File: src/hdl/dtt_pkg.sv
// ----------------------------------------------------------------------------
// Decompression tissue tracker package
// Shared types, command codes, compartment tables and build-time uptake
// factors for the trimix tissue tracker.
// ----------------------------------------------------------------------------
package dtt_pkg;

  // Build-time configuration.
  localparam int DTT_COMPARTMENTS = 16;
  localparam int TICK_SECONDS     = 1;
  localparam int TAB_DEPTH        = 16;
  localparam int TAB_IDX_W        = 4;

  // Fixed-point constants (pressures in 1/4096 bar).
  localparam logic [17:0] LOAD_MAX    = 18'h3FFFF;
  localparam int          ONE_BAR     = 4096;
  localparam logic [17:0] N2_RESET    = 18'(((4096 - 257) * 51786) / 65536);
  localparam longint unsigned LN2_Q32 = 64'd2977044472;

  // Shared divider widths.
  localparam int DIV_N = 52;
  localparam int DIV_D = 33;

  // Register reset values and indexes.
  localparam logic [9:0] WVP_RESET  = 10'd257;
  localparam logic [3:0] STOP_RESET = 4'd3;
  localparam logic [4:0] LAST_RESET = 5'd3;
  localparam logic [1:0] REG_WVP    = 2'd0;
  localparam logic [1:0] REG_STOP   = 2'd1;
  localparam logic [1:0] REG_LAST   = 2'd2;

  // Half-times in hundredths of a minute.
  localparam int unsigned HT_N2 [TAB_DEPTH] = '{
    500, 800, 1250, 1850, 2700, 3830, 5430, 7700,
    10900, 14600, 18700, 23900, 30500, 39000, 49800, 63500};
  localparam int unsigned HT_HE [TAB_DEPTH] = '{
    188, 302, 472, 699, 1021, 1448, 2053, 2911,
    4120, 5519, 7069, 9034, 11529, 14742, 18824, 24003};

  // M-value coefficients scaled by 10000.
  localparam logic [13:0] A_N2 [TAB_DEPTH] = '{
    14'd11696, 14'd10000, 14'd8618, 14'd7562, 14'd6667, 14'd5933, 14'd5282, 14'd4701,
    14'd4187, 14'd3798, 14'd3497, 14'd3223, 14'd2971, 14'd2737, 14'd2523, 14'd2327};
  localparam logic [13:0] B_N2 [TAB_DEPTH] = '{
    14'd5578, 14'd6514, 14'd7222, 14'd7825, 14'd8126, 14'd8434, 14'd8693, 14'd8910,
    14'd9092, 14'd9222, 14'd9319, 14'd9403, 14'd9477, 14'd9544, 14'd9602, 14'd9653};
  localparam logic [13:0] A_HE [TAB_DEPTH] = '{
    14'd16189, 14'd13830, 14'd11919, 14'd10458, 14'd9220, 14'd8205, 14'd7305, 14'd6502,
    14'd5950, 14'd5545, 14'd5333, 14'd5189, 14'd5181, 14'd5176, 14'd5172, 14'd5119};
  localparam logic [13:0] B_HE [TAB_DEPTH] = '{
    14'd4770, 14'd5747, 14'd6527, 14'd7223, 14'd7582, 14'd7957, 14'd8279, 14'd8553,
    14'd8757, 14'd8903, 14'd8997, 14'd9073, 14'd9122, 14'd9171, 14'd9217, 14'd9267};

  typedef logic [TAB_DEPTH-1:0][31:0] uptake_tab_t;

  // Truncating long division by shift and subtract, for elaboration-time values.
  function automatic longint unsigned const_div(input longint unsigned num,
                                                input longint unsigned den);
    longint unsigned q;
    longint unsigned r;
    q = 64'd0;
    r = 64'd0;
    for (int b = 63; b >= 0; b--) begin
      r = {r[62:0], num[b]};
      if (r >= den) begin
        r    = r - den;
        q[b] = 1'b1;
      end
    end
    return q;
  endfunction

  // Q32 uptake factor 1 - 2^(-tick/halftime), evaluated at elaboration only.
  function automatic logic [31:0] uptake_q32(input bit he, input int idx);
    longint unsigned den;
    longint unsigned x;
    longint unsigned term;
    longint unsigned sum;
    den  = 64'd60 * longint'(he ? HT_HE[idx] : HT_N2[idx]);
    x    = const_div(LN2_Q32 * longint'(TICK_SECONDS) * 64'd100 + (den >> 1), den);
    if (x > 64'hFFFF_FFFF) begin
      x = 64'hFFFF_FFFF;
    end
    term = x;
    sum  = 64'd0;
    for (int n = 1; n <= 32; n++) begin
      if (term != 64'd0) begin
        if ((n & 1) == 1) begin
          sum = sum + term;
        end else begin
          sum = sum - term;
        end
        term = const_div((term * x) >> 32, 64'(n + 1));
      end
    end
    return sum[31:0];
  endfunction

  function automatic uptake_tab_t make_uptake_tab(input bit he);
    uptake_tab_t t;
    for (int i = 0; i < TAB_DEPTH; i++) begin
      t[i] = uptake_q32(he, i);
    end
    return t;
  endfunction

  localparam uptake_tab_t UPTAKE_N2 = make_uptake_tab(1'b0);
  localparam uptake_tab_t UPTAKE_HE = make_uptake_tab(1'b1);

  // Payload types.
  typedef struct packed {
    logic [11:0] depth_dm;
    logic [15:0] oxygen_fraction;
    logic [15:0] helium_fraction;
    logic [13:0] loop_ppo2;
    logic        source_valid;
    logic        advance;
  } in_t;

  typedef struct packed {
    logic [7:0] ceiling_m;
    logic       tissues_updated;
  } out_t;

  typedef struct packed {
    logic [9:0] water_vapour_pressure;
    logic [3:0] stop_increment_m;
    logic [4:0] last_stop_depth_m;
  } cfg_t;

  // Datapath operations issued by the controller.
  typedef enum logic [4:0] {
    OP_NONE,
    OP_LOAD,
    OP_DIV_AMB,
    OP_INERT,
    OP_DIV_HE,
    OP_SPLIT,
    OP_MUL_N,
    OP_WR_N,
    OP_MUL_H,
    OP_WR_H,
    OP_CLR_MAX,
    OP_MAC_AN,
    OP_MAC_AH,
    OP_MAC_BN,
    OP_MAC_BH,
    OP_DIV_AP,
    OP_TAKE_AP,
    OP_DIV_C,
    OP_TAKE_C,
    OP_DIV_K,
    OP_CEIL,
    OP_PUSH
  } dtt_op_t;

  typedef struct packed {
    dtt_op_t              op;
    logic [TAB_IDX_W-1:0] idx;
  } dtt_cmd_t;

  typedef struct packed {
    logic div_done;
    logic pt_zero;
    logic c_skip;
    logic maxc_le_bar;
  } dtt_status_t;

endpackage

File: src/hdl/dtt_ctrl.sv
// ----------------------------------------------------------------------------
// Tissue tracker controller
// Sequences the pressure split, the per-compartment relaxation, the
// ceiling walk and the output handshake.
// ----------------------------------------------------------------------------
module dtt_ctrl import dtt_pkg::*; #(
  parameter int COMPARTMENTS = DTT_COMPARTMENTS
) (
  input  logic        clk,
  input  logic        rst,
  input  logic        in_valid,
  input  logic        in_update,
  output logic        in_ready,
  output logic        out_valid,
  input  logic        out_ready,
  input  dtt_status_t status,
  output dtt_cmd_t    cmd
);

  localparam int IDX_W = (COMPARTMENTS > 1) ? $clog2(COMPARTMENTS) : 1;
  localparam logic [IDX_W-1:0] LAST = IDX_W'(COMPARTMENTS - 1);

  typedef enum logic [4:0] {
    S_IDLE, S_AMB, S_AMB_W, S_HE, S_HE_W,
    S_MUL_N, S_WR_N, S_MUL_H, S_WR_H,
    S_CLR, S_AN, S_AH, S_BN, S_BH, S_CHK, S_AP_W, S_CK2, S_C_W, S_NEXT,
    S_KS, S_K_W, S_OUT
  } state_t;

  state_t           state;
  state_t           state_next;
  logic [IDX_W-1:0] idx;
  logic [IDX_W-1:0] idx_next;
  dtt_op_t          op;
  logic             push;

  assign in_ready = (state == S_IDLE);
  assign push     = (state == S_OUT) && (!out_valid || out_ready);
  assign cmd.op   = op;
  assign cmd.idx  = TAB_IDX_W'(idx);

  // Next state and command decode.
  always_comb begin
    state_next = state;
    idx_next   = idx;
    op         = OP_NONE;
    unique case (state)
      S_IDLE: begin
        if (in_valid) begin
          op         = OP_LOAD;
          state_next = in_update ? S_AMB : S_CLR;
        end
      end
      S_AMB: begin
        op         = OP_DIV_AMB;
        state_next = S_AMB_W;
      end
      S_AMB_W: begin
        op         = OP_INERT;
        state_next = S_HE;
      end
      S_HE: begin
        op         = OP_DIV_HE;
        state_next = S_HE_W;
      end
      S_HE_W: begin
        if (status.div_done) begin
          op         = OP_SPLIT;
          idx_next   = '0;
          state_next = S_MUL_N;
        end
      end
      S_MUL_N: begin
        op         = OP_MUL_N;
        state_next = S_WR_N;
      end
      S_WR_N: begin
        op         = OP_WR_N;
        state_next = S_MUL_H;
      end
      S_MUL_H: begin
        op         = OP_MUL_H;
        state_next = S_WR_H;
      end
      S_WR_H: begin
        op = OP_WR_H;
        if (idx == LAST) begin
          state_next = S_CLR;
        end else begin
          idx_next   = idx + 1'b1;
          state_next = S_MUL_N;
        end
      end
      S_CLR: begin
        op         = OP_CLR_MAX;
        idx_next   = '0;
        state_next = S_AN;
      end
      S_AN: begin
        op         = OP_MAC_AN;
        state_next = S_AH;
      end
      S_AH: begin
        op         = OP_MAC_AH;
        state_next = S_BN;
      end
      S_BN: begin
        op         = OP_MAC_BN;
        state_next = S_BH;
      end
      S_BH: begin
        op         = OP_MAC_BH;
        state_next = S_CHK;
      end
      S_CHK: begin
        if (status.pt_zero) begin
          state_next = S_NEXT;
        end else begin
          op         = OP_DIV_AP;
          state_next = S_AP_W;
        end
      end
      S_AP_W: begin
        if (status.div_done) begin
          op         = OP_TAKE_AP;
          state_next = S_CK2;
        end
      end
      S_CK2: begin
        if (status.c_skip) begin
          state_next = S_NEXT;
        end else begin
          op         = OP_DIV_C;
          state_next = S_C_W;
        end
      end
      S_C_W: begin
        if (status.div_done) begin
          op         = OP_TAKE_C;
          state_next = S_NEXT;
        end
      end
      S_NEXT: begin
        if (idx == LAST) begin
          state_next = S_KS;
        end else begin
          idx_next   = idx + 1'b1;
          state_next = S_AN;
        end
      end
      S_KS: begin
        op         = OP_DIV_K;
        state_next = S_K_W;
      end
      S_K_W: begin
        if (status.div_done) begin
          op         = OP_CEIL;
          state_next = S_OUT;
        end
      end
      S_OUT: begin
        if (push) begin
          op         = OP_PUSH;
          state_next = S_IDLE;
        end
      end
      default: begin
        state_next = S_IDLE;
      end
    endcase
  end

  // State, compartment index and output valid.
  always_ff @(posedge clk) begin
    if (rst) begin
      state     <= S_IDLE;
      idx       <= '0;
      out_valid <= 1'b0;
    end else begin
      state <= state_next;
      idx   <= idx_next;
      if (push) begin
        out_valid <= 1'b1;
      end else if (out_ready) begin
        out_valid <= 1'b0;
      end
    end
  end

endmodule
File: config.mk
export PLATFORM = sky130hd
export DESIGN_NAME = dtt_ctrl
export DESIGN_NICKNAME = d
export VERILOG_FILES = /design/src/hdl/dtt_pkg.sv /design/src/hdl/dtt_ctrl.sv
export SDC_FILE = /design/constraint.sdc
export NUM_CORES = 1
export LEC_CHECK = 0
export ABC_CLOCK_PERIOD_IN_PS = 3700
export BUFFER_PORTS_ARGS = -buffer_cell sky130_fd_sc_hd__buf_2
export CAP_MARGIN = 20
export CELL_PAD_IN_SITES_DETAIL_PLACEMENT = 1
export CELL_PAD_IN_SITES_GLOBAL_PLACEMENT = 2
export CORE_AREA = 2 2 61 63
export CTS_CLUSTER_DIAMETER = 30
export CTS_CLUSTER_SIZE = 12
export DETAILED_ROUTE_END_ITERATION = 7
export DIE_AREA = 0 0 63 65
export PLACE_DENSITY_LB_ADDON = 0.15
export SKIP_LAST_GASP = 1
export SLEW_MARGIN = 10
export SYNTH_ARGS = -nofsm -noshare
export SYNTH_HDL_FRONTEND = slang
export SYNTH_SLANG_ARGS = --single-unit
File: constraint.sdc
create_clock -name clk -period 3.7 [get_ports clk]
set_clock_uncertainty 0.2 [all_clocks]
set_input_delay 0.555 -clock clk [delete_from_list [all_inputs] [get_ports clk]]
set_output_delay 0.555 -clock clk [all_outputs]
set_load 0.005 [all_outputs]
Yosys cells after proc, flatten, opt, wreduce, memory -nomap -nowiden
Cells that the tools add are included.

Word-level logic and storage cells: 68. Register bits: 10. Input port bits: 9. Output and inout bits: 11.

Multiplexer cells: 26. Equality and inequality tests: 29. Reduce and logical (&&, ||, !) cells: 9. Add/subtract/negate cells: 1.

Operators by type and width (number): $pmux W5 S22 (1); $pmux W5 S21 (1); $mux W5 (13); $eq A5 B4 Y1 const B (8); $eq A5 B5 Y1 const B (6); $eq A5 B3 Y1 const B (4); $mux W4 (5); $ne A2 B2 Y1 const B (7); $pmux W4 S3 (1); $eq A5 B2 Y1 const B (2); $reduce_and A6 Y1 (1); $eq A5 B1 Y1 const B (1); $logic_not A5 Y1 (1); $add A4 B1 Y4 const B (1); $eq A4 B4 Y1 const B (1); $mux W1 (3); $mux W3 (1); $reduce_and A3 Y1 (1); $reduce_bool A3 Y1 (1); $mux W2 (1); $reduce_bool A2 Y1 (1); $reduce_or A2 Y1 (1); $logic_and A1 B1 Y1 (1); $logic_not A1 Y1 (1); $logic_or A1 B1 Y1 (1).

Longest topological paths before layout
Gate-level depths: netlist (run 1).

Depth after elaboration: 5. Gate-level depth with buffers: 7. Mapped depth without buffers: 6.

Worst setup path after synthesis (run 1)
No wires, ideal clock.

Path type: reg-to-output. Start point: reg state[0]. End point: out cmd[4] (netlist bit). Buffers on the path: 3. Cell stages (with the launch flop): 7. Path slack: 1.577 ns. Arrival: 1.368 ns. Required time: 2.945 ns. Path through: dfxtp_1 -> buf_2 -> clkbuf_1 -> clkbuf_1 -> o22ai_1 -> a21oi_1 -> o21ai_0.

RTL lines: from (decl) (line dtt_ctrl.sv:30) `state_t state;`; from (signal assigned) (line dtt_ctrl.sv:180) `state <= state_next;`; to (decl) (line dtt_ctrl.sv:17) `output dtt_cmd_t cmd`.

==> key figures, run 1 <==
Status
  • Status: completed

STA
  • Pins Over Slew Limit: 0
  • Final worst path period share: 75.3%
  • Slew headroom: 44.4%
  • Final hold vios: 0
  • Finish-stage setup viols: 0
  • RSZ-0062 raised after global routing: no
  • TNS Setup: 0 ns
  • Final Critical Period: 2.79 ns
  • Worst Tran Pin Value: 0.833 ns
  • Fmax: 0.359 GHz

Die
  • Die W: 63 um
  • Initial Utilization: 29.6%
  • Core Area: 3500 um2
  • Die ar.: 4100 um2
  • I/O pin count: 20
  • Die height: 65 um
  • Cell row count: 22

Global routing
  • First-pass GRT wire length: 5440 um
  • Overflow after GRT: 0
  • Initial antenna violation count: 0
  • Gr usage total: 16.7%
  • Maximum number of pins on one net before global-route repair: 29
  • Vias in the first global route: 1115

Min path
  • Hold crit path type: reg2reg

Worst setup path
  • Cell mode on critical path: a21oi_1
  • CP max stage cell: dfxtp_1
  • Crit path kind: reg2out
  • Crit-path max FO: 25
  • Arrival @ worst endpoint: 2.03 ns
  • CP Launch Type: flip-flop
  • Worst setup EP type: primary output
  • CP Data Required Time: 2.94 ns
  • Worst path cell trace: nand2_1 -> a21oi_1 -> a21oi_1 -> o31a_1 -> o21ai_0 -> buf_2
  • CP peak stage delay: 0.82 ns

Drt
  • Pre-antenna DRT Iters: 4
  • Antenna Nets Post-Route: 0
  • Total number of vias: 1149
  • Remaining DRCs: 0
  • Wire per inst: 15.0 um
  • DRT iter0 DRCs: 44
  • Post-Route WL: 3190 um
  • Vias per cell: 5.39

Placed design
  • Dpl cells: 209
  • Routability Congestion: 0.807
  • Port Buffers: 18
  • Post-DP HPWL: 2330 um

Synthesis
  • Yosys Warn Count: 0
  • Post-Syn Instances: 155
  • #FFs+latches synth: 10
  • Sequential share of the synthesized area: 19.3%
  • Syn nets: 165
  • Avg Synthesized Cell Area: 6.68 um2
  • Unique cell type count in the Yosys netlist: 44
  • Netlist Area Pre-Place: 1030 um2

Cells and area
  • # diodes: 0
  • Fill count: 463
  • Synthesis-to-layout area growth: 13.5%
  • Non-Filler Instances: 213
  • Commonest non-fill, non-tap cells in the layout: nand2_1, buf_2, a21oi_1, o21ai_0
  • Fin nets: 176
  • Layout cells sized above 1: 18.8%

Power
  • Peak VDD IR: 0.000425 V
  • Tot Pwr: 0.000882 W
  • Static Leak: 0.450 nW
  • Pwr dens: 751 nW/um2

Clocking
  • CTS Buffer Depth: 2
  • Total CTS buffers: 3
  • TritonCTS clock tree: yes
  • Cts repair resizes: 0
  • Setup Buffers After CTS: 0
  • H-tree Lvls: 1
  • Clk slew on worst S/H paths: 0.07 ns
  • CTS sink count: 10
  • CTS Hold Bufs: 0
  • Clk_lat worst skew: 0.27 ns
  • Root buf cell: clkbuf_4

Run
  • Max Cap Viol: 0
[registers in the layout, summed over array words and instances (netlist names)]
register / flops
state: 5
idx: 4
out_valid: 1
[final timing paths]
| kind | slack (ns) | endpoint | depth (start not counted) | from |
|---|---|---|---|---|
| setup reg to reg | 1.31 | idx[0]$_SDFFE_PP0P_ | 5 | state[3]$_SDFFE_PP0P_ |
| setup / recovery | 0.91 | cmd[4] | 6 | state[1]$_SDFFE_PP0P_ |
| hold reg to reg | 0.32 | idx[1]$_SDFFE_PP0P_ | 2 | idx[1]$_SDFFE_PP0P_ |
| hold / removal | 0.32 | idx[1]$_SDFFE_PP0P_ | 2 | idx[1]$_SDFFE_PP0P_ |
[area by class of cell]
| cell class | instances | area (um2) | share of cell area [%] |
|---|---|---|---|
| Tap cell | 48 | 60.1 | 5.11 |
| Timing Repair Buffer | 21 | 113 | 9.58 |
| Inverter | 6 | 22.5 | 1.92 |
| Sequential cell | 10 | 200 | 17.0 |
| Clock buffer | 4 | 36.3 | 3.09 |
| Multi-Input combinational cell | 124 | 743 | 63.3 |
[critical path, delay by kind of cell, from the launching register on]
family | cells | cell delay, ns
buffers and inverters | 1 | 0.14
flip-flops | 1 | 0.82
AND/OR/NAND/NOR | 1 | 0.19
AO/OA/AOI/OAI | 4 | 0.60
[cells by family after synthesis]
logic type / synth area share [%]
buffers and inverters: 8.83
and+or+nand+nor: 34.9
AOI/OAI and AO/OA: 35.7
adders and majority gates: 1.21
DFF: 19.3
[power by group]
group	switching (W)	internal (W)	total, W
sequential	0.000102	0.000137	0.000239
clock	0.0000412	0.0000598	0.000101
combinational	0.000299	0.000243	0.000542
[Yosys cell counts, drive strengths merged]
master / count / share of area, %
a21bo: 1 / 0.97
buf: 9 / 4.5
o22ai: 4 / 2.4
a21o: 1 / 0.73
nor4b: 1 / 0.85
or3: 3 / 1.8
nand4b: 1 / 0.85
a211oi: 5 / 4.8
and3: 4 / 2.4
a211o: 1 / 0.85
nand2b: 4 / 2.4
a22o: 1 / 0.85
ha: 1 / 1.2
a31o: 1 / 0.85
or3b: 1 / 1.1
o31a: 1 / 0.85
nor4: 1 / 0.60
o21ai: 13 / 6.3
nand2: 19 / 7.1
a221oi: 1 / 0.85
a21oi: 16 / 7.7
o32ai: 1 / 0.85
nor2b: 7 / 4.2
and4bb: 1 / 1.2
nand3: 6 / 2.9
o2111ai: 1 / 0.85
and4b: 1 / 0.97
a31oi: 1 / 0.60
a311oi: 2 / 1.7
inv: 6 / 2.2
o41ai: 1 / 0.85
nand3b: 4 / 2.9
o211ai: 3 / 2.2
nor2: 10 / 3.6
a21boi: 1 / 0.73
nor3: 4 / 1.9
clkbuf: 6 / 2.2
dfxtp: 10 / 19
o21a: 1 / 0.73
[through the flow]
stage          instance area [um2]  hold WS, ns  util (%)  worst slack (ns)
2_1_floorplan                 1030        0.290         -              1.58
3_3_place_gp                  1140        0.292      32.6              1.21
3_5_place_dp                  1140        0.314      32.6              1.20
4_1_cts                       1170        0.326      33.6             0.888
5_1_grt                       1170        0.364      33.6             0.708
6_report                      1170        0.319      33.6             0.914
[per-layer routing]
layer | vias to the layer above | wire [um] | GRT usage, %
li1 | 589 | - | -
met1 | 535 | 1480 | 22.6
met5 | - | 0 | 0
met3 | 3 | 117 | 3.65
met4 | 0 | 10 | 2.50
met2 | 22 | 1580 | 27.7
No activity file was read; power rests on OpenSTA's default activity.
==> run 2: changes to the inputs <==
- ABC_CLOCK_PERIOD_IN_PS: 3700 -> 2400
- CORE_AREA: 2 2 61 63 -> 2 2 67 69
- DIE_AREA: 0 0 63 65 -> 0 0 69 71
- clock period: 3.7 -> 2.4 ns (I/O delays scaled with it)
==> run 2 against run 1 <==
- register-to-register slack worse by 0.97 ns
- wire length up 15%
- via count grew 7.1%
- hold slack worse by 0.072 ns
- die area rose by 20%
- combinational power up 92%
- setup slack got worse by 0.83 ns
- critical endpoint is now cmd[8]
- clock-buffer cell count is the same
- total power is 81% higher
==> key figures, run 2 (synthesized netlist as in run 1, its figures left out) <==
Clocking
  • Clk slew on worst S/H paths: 0.05 ns (-0.02 ns)
  • CTS Buffer Depth: 2 (unchanged)
  • Clk_lat worst skew: 0.24 ns (-0.03 ns)
  • CTS sink count: 10 (unchanged)
  • Root buf cell: clkbuf_8
  • Total CTS buffers: 3 (unchanged)
  • TritonCTS clock tree: yes
  • H-tree Lvls: 1 (unchanged)
  • Setup Buffers After CTS: 0 (unchanged)
  • CTS Hold Bufs: 0 (unchanged)

Cells and area
  • Multi-input gate area: 748 um2 (+0.67%)
  • Register area: 205 um2 (+2.5%)
  • Synthesis-to-layout area growth: 25.5%
  • Layout cells sized above 1: 27.1% (+8.3 points)
  • Max reg flops: 5 (unchanged)
  • Fin area: 1300 um2 (+11%)
  • Top reg by flops: state
  • # diodes: 0 (unchanged)
  • Fill count: 552 (+19%)
  • Commonest non-fill, non-tap cells in the layout: nand2_1, buf_2, a21oi_1, buf_4, o21ai_0
  • Fin nets: 188 (+6.8%)
  • Regs by FF count: state (5), idx (4), out_valid (1)

Drt
  • Vias per cell: 5.38 (-0.35%)
  • Post-Route WL: 3660 um (+15%)
  • Wire per inst: 16.0 um (+6.6%)
  • Total number of vias: 1231 (+7.1%)
  • Pre-antenna DRT Iters: 4 (unchanged)
  • Antenna Nets Post-Route: 0 (unchanged)
  • Remaining DRCs: 0 (unchanged)
  • DRT iter0 DRCs: 40 (-9.1%)

Die
  • Core Area: 4200 um2 (+20%)
  • Die W: 69 um (+9.5%)
  • Die height: 71 um (+9.2%)
  • Cell row count: 24 (+9.1%)
  • Initial Utilization: 24.6% (-5.0 points)
  • Die ar.: 4900 um2 (+20%)
  • I/O pin count: 20 (unchanged)

STA
  • TNS Setup: 0 ns (unchanged)
  • Worst Tran Pin Value: 0.382 ns (-0.451 ns)
  • Fmax: 0.432 GHz
  • Final Critical Period: 2.31 ns
  • Finish-stage setup viols: 0 (unchanged)
  • Final worst path period share: 96.4%
  • RSZ-0062 raised after global routing: yes
  • Final hold vios: 0 (unchanged)
  • Pins Over Slew Limit: 0 (unchanged)
  • Slew headroom: 74.5% (+30 points)

Power
  • Pwr dens: 1230 nW/um2 (+64%)
  • Static Leak: 0.524 nW (+16%)
  • Peak VDD IR: 0.000309 V (-27%)

Global routing
  • First-pass GRT wire length: 6130 um (+13%)
  • Gr usage total: 15.3% (-1.4 points)
  • Overflow after GRT: 0 (unchanged)
  • Maximum number of pins on one net before global-route repair: 17 (-41%)
  • Initial antenna violation count: 0 (unchanged)
  • Vias in the first global route: 1240 (+11%)

Worst setup path
  • Arrival @ worst endpoint: 1.75 ns (-0.28 ns)
  • Register-to-register setup slack: 0.34 ns (-0.97 ns)
  • Worst R2R End: idx[0]$_SDFFE_PP0P_
  • Crit-path max FO: 16 (-36%)
  • Launching point of the worst reg2reg path: state[3]$_SDFFE_PP0P_
  • Reg2reg path depth: 7 (+2)
  • CP Launch Type: flip-flop
  • Worst setup EP type: primary output
  • Crit path from: state[1]$_SDFFE_PP0P_
  • CP Data Required Time: 1.84 ns (-1.10 ns)
  • Crit path kind: reg2out

Min path
  • Hold EP: state[0]$_SDFFE_PP0P_
  • WHS Path Cells: 2 (unchanged)
  • Hold crit path type: in2reg
  • Hold path startpoint: rst

Placed design
  • Post-DP HPWL: 2840 um (+22%)
  • Port Buffers: 18 (unchanged)
  • Routability Congestion: 0.725 (-10%)
  • Post-DP Area: 1230 um2 (+8.4%)

Run
  • Max Cap Viol: 0 (unchanged)

Status
  • Status: completed
run 2: cell type report:
class / count / area share, %
Clock buffer: 4 / 4.24
Inverter: 6 / 1.73
Multi-Input combinational cell: 124 / 57.6
Sequential cell: 10 / 15.8
Tap cell: 52 / 5.01
Timing Repair Buffer: 33 / 15.6
run 2: through the flow:
step	utilization [%]	std cells	hold WS, ns	worst slack (ns)	total power (W)
5_1_grt	30.9	229	0.260	-0.00586	0.00175
4_1_cts	30.8	229	0.251	0.0433	0.00161
3_5_place_dp	29.3	225	0.319	0.216	0.00138
6_report	30.9	229	0.247	0.0860	0.00160
3_3_place_gp	29.3	225	0.294	0.196	0.00136
2_1_floorplan	-	155	0.290	0.472	0.000982
run 2: report_power, final:
part | internal [W] | leakage [nW] | switching, W
Combinational | 0.000480 | 0.412 | 0.000556
Clock | 0.000145 | 0.0288 | 0.0000726
Sequential | 0.000218 | 0.0830 | 0.000126
run 2: how the worst max path moves through the flow:
stage	end	slack [ns]	cells past startpoint
floorplan	cmd[4]	0.47	6
global placement	cmd[8]	0.20	6
detailed placement	cmd[8]	0.22	6
CTS	cmd[8]	0.04	7
global route	cmd[8]	-0.006	4
finish	cmd[8]	0.09	4
run 2: layer usage:
| metal | vias to the layer above | wire length, um | GRT usage (%) |
|---|---|---|---|
| met1 | 594 | 1690 | 19.2 |
| met3 | 2 | 125 | 2.42 |
| met2 | 26 | 1830 | 28.1 |
| li1 | 609 | - | - |
| met4 | 0 | 10 | 1.96 |
| met5 | - | 0 | 0 |
run 2: worst max-delay path, cell delays in order, from the launching register on:
cell     delay (ns)
dfxtp_2        0.41
buf_4          0.19
or3_1          0.39
o41ai_1        0.35
buf_2          0.17
run 2: repair_timing:
action,in CTS,in global routing
resized for setup,2,3
endpoints found under the setup margin,2,3
pin swaps,0,0
==> run 3: changes to the inputs <==
- MAX_ROUTING_LAYER: default -> met4
==> run 3 against run 2 <==
- setup slack gained 0.00068 ns
- total power is essentially flat
- wire length grew 0.25%
- via count grew 1.1%
- design area is the same
- sequential power is essentially flat
- non-clock buffer count is the same
- highest routed layer unchanged
==> key figures, run 3 (synthesized netlist as in run 1, its figures left out) <==
STA
  • RSZ-0062 raised after global routing: yes
  • Final Critical Period: 2.31 ns (-0.000677 ns)
  • Finish-stage setup viols: 0 (unchanged)
  • Final hold vios: 0 (unchanged)
  • Fmax: 0.432 GHz (about the same)
  • Final Hold Slack: 0.247 ns (+0.000130 ns)
  • Pins Over Slew Limit: 0 (unchanged)
  • TNS Setup: 0 ns (unchanged)
  • Worst Tran Pin Value: 0.382 ns (unchanged)
  • Slew headroom: 74.5% (unchanged)
  • Final worst path period share: 96.4% (about the same)

Clocking
  • Total CTS buffers: 3 (unchanged)
  • Setup Buffers After CTS: 0 (unchanged)
  • Root buf cell: clkbuf_8
  • CTS sink count: 10 (unchanged)
  • Clk_lat worst skew: 0.24 ns (about the same)
  • H-tree Lvls: 1 (unchanged)
  • Clk slew on worst S/H paths: 0.05 ns (about the same)
  • TritonCTS clock tree: yes
  • CTS Buffer Depth: 2 (unchanged)

Die
  • Die ar.: 4900 um2 (unchanged)
  • I/O pin count: 20 (unchanged)
  • Cell row count: 24 (unchanged)
  • Core Area: 4200 um2 (unchanged)
  • Die W: 69 um (unchanged)
  • Initial Utilization: 24.6% (unchanged)
  • Die height: 71 um (unchanged)

Worst setup path
  • Crit path from: state[1]$_SDFFE_PP0P_
  • Worst path cell trace: buf_4 -> or3_1 -> o41ai_1 -> buf_2
  • CP max stage cell: dfxtp_2
  • CP peak stage delay: 0.41 ns (about the same)
  • Arrival @ worst endpoint: 1.75 ns (about the same)
  • Launching point of the worst reg2reg path: state[3]$_SDFFE_PP0P_
  • Crit path kind: reg2out
  • CP Launch Type: flip-flop
  • Crit-path max FO: 16 (unchanged)
  • CP Data Required Time: 1.84 ns (about the same)
  • Worst setup EP type: primary output

Cells and area
  • Regs by FF count: state (5), idx (4), out_valid (1)
  • Non-Filler Instances: 229 (unchanged)
  • Fin nets: 188 (unchanged)
  • Commonest non-fill, non-tap cells in the layout: nand2_1, buf_2, a21oi_1, buf_4, o21ai_0
  • Layout cells sized above 1: 27.1% (unchanged)
  • Fill count: 552 (unchanged)
  • Max reg flops: 5 (unchanged)
  • Top reg by flops: state
  • # diodes: 0 (unchanged)
  • Synthesis-to-layout area growth: 25.5% (unchanged)
  • Fin util: 30.9% (unchanged)

Drt
  • Total number of vias: 1245 (+1.1%)
  • Metal2 WL: 1820 um (-0.55%)
  • Post-Route WL: 3660 um (+0.25%)
  • DRT iter0 DRCs: 42 (+5.0%)
  • Vias per cell: 5.44 (+1.1%)
  • Post-Route M1 WL: 1700 um (+0.89%)
  • Remaining DRCs: 0 (unchanged)
  • Highest metal used: met4
  • Wire per inst: 16.0 um (+0.25%)
  • WL met3: 122 um (-2.4%)
  • Antenna Nets Post-Route: 0 (unchanged)
  • Pre-antenna DRT Iters: 4 (unchanged)

Global routing
  • Gr usage total: 15.7% (+0.46 points)
  • First-pass GRT wire length: 6130 um (unchanged)
  • Vias in the first global route: 1243 (+0.24%)
  • Maximum number of pins on one net before global-route repair: 17 (unchanged)
  • Overflow after GRT: 0 (unchanged)
  • Initial antenna violation count: 0 (unchanged)

Placed design
  • Port Buffers: 18 (unchanged)
  • Post-DP HPWL: 2840 um (unchanged)
  • Routability Congestion: 0.733 (+1.2%)
  • Dpl cells: 225 (unchanged)

Power
  • Static Leak: 0.524 nW (unchanged)
  • Peak VDD IR: 0.000309 V (about the same)
  • Pwr dens: 1230 nW/um2 (about the same)

Run
  • Max Cap Viol: 0 (unchanged)

Min path
  • Hold path startpoint: rst
  • Hold crit path type: in2reg

Status
  • Status: completed
## run 3: per-layer routing
layer / vias to the layer above / GRT usage, %
met3: 4 / 2.42
met2: 27 / 28.1
met4: 0 / 1.96
li1: 611 / -
met5: - / -
met1: 603 / 19.2
## run 3: area by class of cell
| type | count | area, um2 | share of cell area (%) |
|---|---|---|---|
| multi-input cells | 124 | 748 | 57.6 |
| flip-flops and latches | 10 | 205 | 15.8 |
| repair buffers | 33 | 203 | 15.6 |
| well taps | 52 | 65.1 | 5.01 |
| clock buffers | 4 | 55.1 | 4.24 |
| inverters | 6 | 22.5 | 1.73 |
## run 3: worst max-delay path, delay by kind of cell (launching register included)
kind,cells,cell delay (ns)
buf+inv,2,0.36
flops,1,0.41
simple gates,1,0.39
compound gates,1,0.35
## run 3: metrics by stage
step | setup WS (ns) | instance area [um2] | total power, W
3_3_place_gp | 0.196 | 1230 | 0.00136
5_1_grt | -0.00587 | 1300 | 0.00175
4_1_cts | 0.0433 | 1290 | 0.00161
6_report | 0.0867 | 1300 | 0.00160
3_5_place_dp | 0.216 | 1230 | 0.00138
2_1_floorplan | 0.472 | 1030 | 0.000982
## run 3: timing repair
| action | 4_1_cts | 5_1_grt |
|---|---|---|
| setup endpoints to repair | 2 | 3 |
| gates resized for setup | 2 | 3 |
| hold buffers | 0 | 0 |
## run 3: worst paths after layout
check             cells after the start               endpoint  slack [ns]
setup reg to reg                      7    idx[0]$_SDFFE_PP0P_        0.34
setup / recovery                      4                 cmd[8]        0.09
hold reg to reg                       2    idx[0]$_SDFFE_PP0P_        0.32
hold / removal                        2  state[0]$_SDFFE_PP0P_        0.25
## run 3: power breakdown
part           internal, W  total, W  switching, W
registers         0.000218  0.000345      0.000127
logic             0.000480   0.00104      0.000556
clock network     0.000145  0.000217     0.0000725
total             0.000844   0.00160      0.000755
